**src/rtl/core/sis_pkg.sv**
```systemverilog
package sis_pkg;

  localparam int MAX_ITEMS_DEF = 32;
  localparam int KEY_W         = 8;
  localparam int TAG_W         = 16;
  localparam int DATA_W        = 24;  // key + tag, already whole bytes

  typedef struct packed {
    logic [KEY_W-1:0] key;
    logic [TAG_W-1:0] tag;
  } entry_t;

  // per-cycle command broadcast to every cell
  typedef struct packed {
    logic ins;  // insert the new entry in key order
    logic shl;  // shift the whole row one cell toward the head
  } cell_ctl_t;

endpackage

```
**src/rtl/core/sis_cell.sv**
```systemverilog
module sis_cell
  import sis_pkg::*;
(
  input  logic      clk,
  input  cell_ctl_t ctl,
  input  entry_t    new_entry,
  input  logic      occ,       // this cell holds an entry
  input  logic      occ_prev,  // neighbor toward the head holds an entry
  input  logic      gt_prev,   // neighbor toward the head moves right on insert
  input  entry_t    prev_entry,
  input  entry_t    next_entry,
  output entry_t    entry,
  output logic      gt
);

  entry_t entry_next;

  // strictly greater: equal keys stay ahead of the new one (stable)
  assign gt = occ && (entry.key > new_entry.key);

  always_comb begin
    entry_next = entry;
    if (ctl.shl) begin
      entry_next = next_entry;
    end else if (ctl.ins) begin
      if (gt_prev) begin
        entry_next = prev_entry;
      end else if (gt || (!occ && occ_prev)) begin
        entry_next = new_entry;
      end
    end
  end

  always_ff @(posedge clk) begin
    entry <= entry_next;
  end

endmodule

```
**src/rtl/core/stable_insertion_sorter.sv**
```systemverilog
// Channel   Dir  Beat contents (tdata low bit first)            Sideband
// s_axis    in   sort_key[7:0], payload_tag[23:8]                tlast = is_last
// m_axis    out  out_key[7:0], out_tag[23:8]                     tlast = end_of_run,
//                                                                tuser = overflowed
//
// Loading takes one input beat per cycle; a row of MAX_ITEMS cells opens a gap
// at the key's place in the same cycle the beat is taken.
// After a tlast beat the row drains from its head, one result per cycle while
// m_tready is high; s_tready stays low until every entry held has left the row.
// Beats beyond MAX_ITEMS are dropped; tuser marks every result of that run.
// rst is synchronous, active high; it empties the row and the output register.
// The output register lets the next run start loading while the final result waits.
module stable_insertion_sorter
  import sis_pkg::*;
#(
  parameter int MAX_ITEMS = MAX_ITEMS_DEF
) (
  input  logic              clk,
  input  logic              rst,
  input  logic              s_tvalid,
  output logic              s_tready,
  input  logic [DATA_W-1:0] s_tdata,   // sort_key[7:0], payload_tag[23:8]
  input  logic              s_tlast,   // is_last
  output logic              m_tvalid,
  input  logic              m_tready,
  output logic [DATA_W-1:0] m_tdata,   // out_key[7:0], out_tag[23:8]
  output logic              m_tlast,   // end_of_run
  output logic              m_tuser    // overflowed
);

  localparam int CNT_W = $clog2(MAX_ITEMS + 1);

  typedef enum logic [1:0] {
    ST_LOAD  = 2'b01,
    ST_DRAIN = 2'b10
  } state_t;

  state_t           state, state_next;
  logic [CNT_W-1:0] count, count_next;
  logic             dropped, dropped_next;
  logic             out_v, out_v_next;
  entry_t           out_entry;
  logic             out_end, out_ovf;

  logic             s_beat, full, ld;
  entry_t           new_entry;
  cell_ctl_t        ctl;

  entry_t           cells [MAX_ITEMS];
  logic [MAX_ITEMS-1:0] occ;
  logic [MAX_ITEMS-1:0] gt;

  assign s_tready  = (state == ST_LOAD);
  assign s_beat    = s_tvalid && s_tready;
  assign full      = (count == CNT_W'(MAX_ITEMS));
  assign new_entry = '{key: s_tdata[KEY_W-1:0], tag: s_tdata[KEY_W +: TAG_W]};

  // take the head cell into the output register when it is free
  assign ld = (state == ST_DRAIN) && (!out_v || m_tready);

  assign ctl.ins = s_beat && !full;
  assign ctl.shl = ld;

  // occupancy is a thermometer of the count
  always_comb begin
    for (int i = 0; i < MAX_ITEMS; i++) begin
      occ[i] = count > CNT_W'(i);
    end
  end

  for (genvar g = 0; g < MAX_ITEMS; g++) begin : g_row
    entry_t pe, ne;
    logic   op, gp;
    if (g == 0) begin : g_head
      assign pe = new_entry;
      assign op = 1'b1;
      assign gp = 1'b0;
    end else begin : g_mid
      assign pe = cells[g-1];
      assign op = occ[g-1];
      assign gp = gt[g-1];
    end
    if (g == MAX_ITEMS - 1) begin : g_tail
      assign ne = cells[g];  // vacated slot; count marks it empty
    end else begin : g_body
      assign ne = cells[g+1];
    end

    sis_cell u_cell (
      .clk        (clk),
      .ctl        (ctl),
      .new_entry  (new_entry),
      .occ        (occ[g]),
      .occ_prev   (op),
      .gt_prev    (gp),
      .prev_entry (pe),
      .next_entry (ne),
      .entry      (cells[g]),
      .gt         (gt[g])
    );
  end

  always_comb begin
    state_next   = state;
    count_next   = count;
    dropped_next = dropped;
    out_v_next   = out_v;
    if (m_tready) begin
      out_v_next = 1'b0;
    end
    case (state)
      ST_LOAD: begin
        if (s_beat) begin
          if (full) begin
            dropped_next = 1'b1;
          end else begin
            count_next = count + 1'b1;
          end
          if (s_tlast) begin
            state_next = ST_DRAIN;
          end
        end
      end
      ST_DRAIN: begin
        if (ld) begin
          out_v_next = 1'b1;
          count_next = count - 1'b1;
          if (count == CNT_W'(1)) begin
            state_next   = ST_LOAD;
            dropped_next = 1'b0;
          end
        end
      end
      default: begin
        state_next = ST_LOAD;
      end
    endcase
  end

  always_ff @(posedge clk) begin
    if (rst) begin
      state   <= ST_LOAD;
      count   <= '0;
      dropped <= 1'b0;
      out_v   <= 1'b0;
    end else begin
      state   <= state_next;
      count   <= count_next;
      dropped <= dropped_next;
      out_v   <= out_v_next;
    end
  end

  // result payload, no reset needed
  always_ff @(posedge clk) begin
    if (ld) begin
      out_entry <= cells[0];
      out_end   <= (count == CNT_W'(1));
      out_ovf   <= dropped;
    end
  end

  assign m_tvalid = out_v;
  assign m_tdata  = {out_entry.tag, out_entry.key};
  assign m_tlast  = out_end;
  assign m_tuser  = out_ovf;

endmodule

```
**config.mk**
```make
export PLATFORM = sky130hd
export DESIGN_NAME = stable_insertion_sorter
export DESIGN_NICKNAME = d
export VERILOG_FILES = /design/src/rtl/core/sis_pkg.sv /design/src/rtl/core/sis_cell.sv /design/src/rtl/core/stable_insertion_sorter.sv
export SDC_FILE = /design/constraint.sdc
export NUM_CORES = 2
export LEC_CHECK = 0
export ABC_AREA = 1
export BUFFER_PORTS_ARGS = -buffer_cell sky130_fd_sc_hd__buf_2
export CORE_UTILIZATION = 61
export CTS_CLUSTER_DIAMETER = 50
export DETAILED_ROUTE_END_ITERATION = 16
export PLACE_DENSITY = 0.77
export SYNTH_ARGS = -nofsm -noshare
export SYNTH_HDL_FRONTEND = slang
export SYNTH_SLANG_ARGS = --single-unit
```
**constraint.sdc**
```tcl
create_clock -name clk -period 4.85 [get_ports clk]
set_clock_uncertainty 0.1 [all_clocks]
set_input_delay 0.2425 -clock clk [delete_from_list [all_inputs] [get_ports clk]]
set_output_delay 0.2425 -clock clk [all_outputs]
set_load 0.01 [all_outputs]
```
==> results.py <==
metrics = {
    "run_status": {
        "status": "completed",
    },
    "cells_and_area": {
        "drive_gt1_share_pct": 7.846,
        "finalNonFillerCells": 7746,
        "syn_to_final_growth_pct": 9.548,
        "fill_cells": 6824,
        "fin_nets": 6867,
        "antenna_cells": 0,
    },
    "routing": {
        "antenna_left": 0,
        "wl_um": 165900,
        "drcViolationCount": 0,
        "wl_met3_um": 24970,
        "drt_iter0_markers": 7196,
        "routedWlPerCell_um": 21.42,
        "viasPerCell": 6.037,
        "highest_layer": "met5",
        "num_vias": 46761,
        "dr_wl_met2_um": 66610,
        "firstDrtPassIters": 9,
        "wl_met1_um": 67710,
    },
    "clock_tree": {
        "cts_max_path_buffers": 3,
        "cts_tree": "done",
        "cts.sinks": 804,
        "post_cts_buffers": 0,
        "cts_resized": 0,
        "cts_buffers": 101,
        "clk_pin_slew_worst_paths_ns": 0.07,
        "postCtsHoldBufs": 2,
        "clk_latency_ns": 0.69,
        "cts_root_buf": "clkbuf_16",
        "cts.htree.levels": 3,
    },
    "critical_path": {
        "slowest_delay_ns": 1.10,
        "crit_path_end": "g_row[17].u_cell.entry[13]",
        "crit_chain": "inv_2 -> ha_1 -> nand2_1 -> nor3_1 -> o21ai_0 -> buf_4 -> inv_2 -> nor2_2",
        "reg2reg_from": "count[1]",
        "cp_top_family": "simple AND/OR/NAND/NOR gates",
        "path_depth": 8,
        "end_kind": "flop",
        "worstSetupPathType": "flop to flop",
        "path_common_cell": "inv_2",
        "worstPathRequired_ns": 5.04,
        "critical_path.startpoint": "count[1]",
        "cpMaxStageDelayCell": "nor2_2",
        "critPathMaxFanout": 24,
        "rrSetupSlack_ns": 1.14,
        "rr_endpoint": "g_row[17].u_cell.entry[13]",
        "worstRegToRegCells": 8,
        "start_kind": "flop",
        "path_buf_inv": 3,
        "critPathArrivalTime_ns": 3.90,
    },
    "floorplanning": {
        "rows": 106,
        "core_area_mm2": 0.08356,
        "initial_core_util_pct": 61.63,
        "dieArea_mm2": 0.08559,
        "io-pin-count": 57,
        "fp.dieH_um": 292.6,
        "die_w_um": 292.6,
    },
    "placed_design": {
        "dp_cells": 7553,
        "place_hpwl_um": 109300,
        "gp_congestion": 0.9416,
        "io_buffers": 56,
        "pre_cts_slack_ns": 1.195,
    },
    "logic_synthesis": {
        "synth_top_family_by_area": "simple AND/OR/NAND/NOR gates",
        "synth.most_common_cell": "nand2_1",
        "synth_commonest_cells": "nand2_1 (2485), nand3_1 (1326), edfxtp_1 (794), inv_1 (687), ha_1 (260)",
        "synth-xor-area-share_pct": 0.05102,
        "yosys.area_share.adder_pct": 6.317,
        "yosysWarnings": 0,
        "synth_top_cell_area_share_pct": 46.30,
        "synth_compound_area_share_pct": 2.719,
        "ys_seq_area_share_pct": 46.69,
        "synthCells": 6674,
        "synthesis.area_mm2": 0.05150,
        "synth_area_leaders": "edfxtp_1 (46%), nand2_1 (18%), nand3_1 (13%)",
        "synth-simple-area-share_pct": 35.60,
        "synth_mux_area_share_pct": 0,
        "synth-edff-count": 794,
        "syn_nets": 6963,
        "ys_types": 37,
        "synth.avg_cell_area_um2": 7.716,
        "yosysTopAreaCell": "edfxtp_1",
        "ys_ff_latch": 804,
        "synth-async-reset-ratio_pct": 0,
        "synth-main-ff-cell": "edfxtp_1",
    },
    "sta": {
        "period_minus_slack_ns": 3.705,
        "fmax_ghz": 0.2699,
        "final_hold_viol_count": 0,
        "tightest_slew_ns": 1.364,
        "post-route-period-util_pct": 76.40,
        "tns_ns": 0,
        "setup_viol": 0,
        "drv_slew": 0,
        "setup_ws_ns": 1.145,
        "rsz0062_at_grt": "no",
        "slew-limit-headroom_pct": 8.959,
    },
    "grt": {
        "track_usage_pct": 38.27,
        "grt_max_degree": 261,
        "antenna_found_initial": 2,
        "grt_pass1_vias": 42843,
        "grt_first_pass_wirelength_um": 253800,
        "grt-ovfl-total": 0,
    },
    "power": {
        "powerDensity_mw_per_mm2": 313.7,
        "power.total_w": 0.01770,
        "irDropWorstVdd_uv": 300.5,
        "leakagePower_nw": 26.41,
    },
    "hold_path": {
        "holdCritPathClass": "input pin to flop",
    },
    "run": {
        "max_cap_violations": 0,
    },
}
-- tightest hold or removal path, delay by kind of cell --
kind | cells | cell delay [ns]
buf+inv | 2 | 0.19
compound gates | 1 | 0.18
simple gates | 1 | 0.13
-- state kept, by name, indices dropped and copies added, names as in the netlist --
name                cells
count                   6
dropped                 1
g_row.u_cell.entry    768
m_tdata                24
m_tlast                 1
m_tuser                 1
m_tvalid                1
state                   2
-- per-stage QoR --
step / util, % / instance area, um2 / hold slack, ns
4_1_cts: 67.52 / 56420 / 0.00002803
6_report: 67.52 / 56420 / 0.04553
2_1_floorplan: - / 51500 / 0.2116
3_3_place_gp: 63.28 / 52870 / 0.3286
5_1_grt: 67.52 / 56420 / 0.04739
3_5_place_dp: 63.28 / 52870 / 0.3346
-- power by group --
group	internal, W	leakage, nW	switching, W	total (W)
Combinational	0.000545	17.5	0.00128	0.00183
Sequential	0.00783	7.25	0.000105	0.00793
Clock	0.00468	1.68	0.00326	0.00794
Total	0.0131	26.4	0.00464	0.0177
-- kinds of logic after synthesis --
logic type               count (synthesis)
AO/OA/AOI/OAI                          251
XOR/XNOR                                 3
adder cells (fa/ha/maj)                260
buffers and inverters                 1137
flip-flops                             804
AND/OR/NAND/NOR                       4219
-- layout by cell type, fill, tap and decap left out, types with 31 or more instances in the layout --
cell       count
nand3_1     1326
o21ai_0       56
buf_2         56
nand4_1       66
ha_1         260
inv_2         31
nand2_1     2485
inv_1        662
nor2_1       130
a21oi_1      136
nand3b_1     116
clkbuf_16    101
buf_4        171
edfxtp_1     794
nor2_2        37
-- metal layers --
| metal | up-vias | global-route usage (%) |
|---|---|---|
| met3 | 408 | 9.940 |
| met1 | 21289 | 57.70 |
| li1 | 21806 | - |
| met2 | 3254 | 52.44 |
| met5 | - | 0 |
| met4 | 4 | 14.28 |
-- layout make-up --
type                    instances  area (um2)  area share (%)
flip-flops and latches        804       24040           42.62
clock buffers                 108        2554           4.527
multi-input cells            4733       23100           40.95
repair buffers                238        1764           3.127
inverters                     700        2635           4.671
well taps                    1080        1351           2.395
clock inverters                83       967.2           1.714
-- worst min path at each step --
stage	endpoint	slack, ns	from	cells past startpoint
2_1_floorplan	count[2]	0.21	rst	1
5_1_grt	m_tvalid	0.05	m_tready	4
6_report	m_tvalid	0.05	m_tready	4
3_3_place_gp	m_tdata[20]	0.33	g_row[0].u_cell.entry[12]	0
3_5_place_dp	m_tdata[20]	0.33	g_row[0].u_cell.entry[12]	0
4_1_cts	m_tvalid	0.00003	m_tready	4
Power figures use the tool's default switching activity.
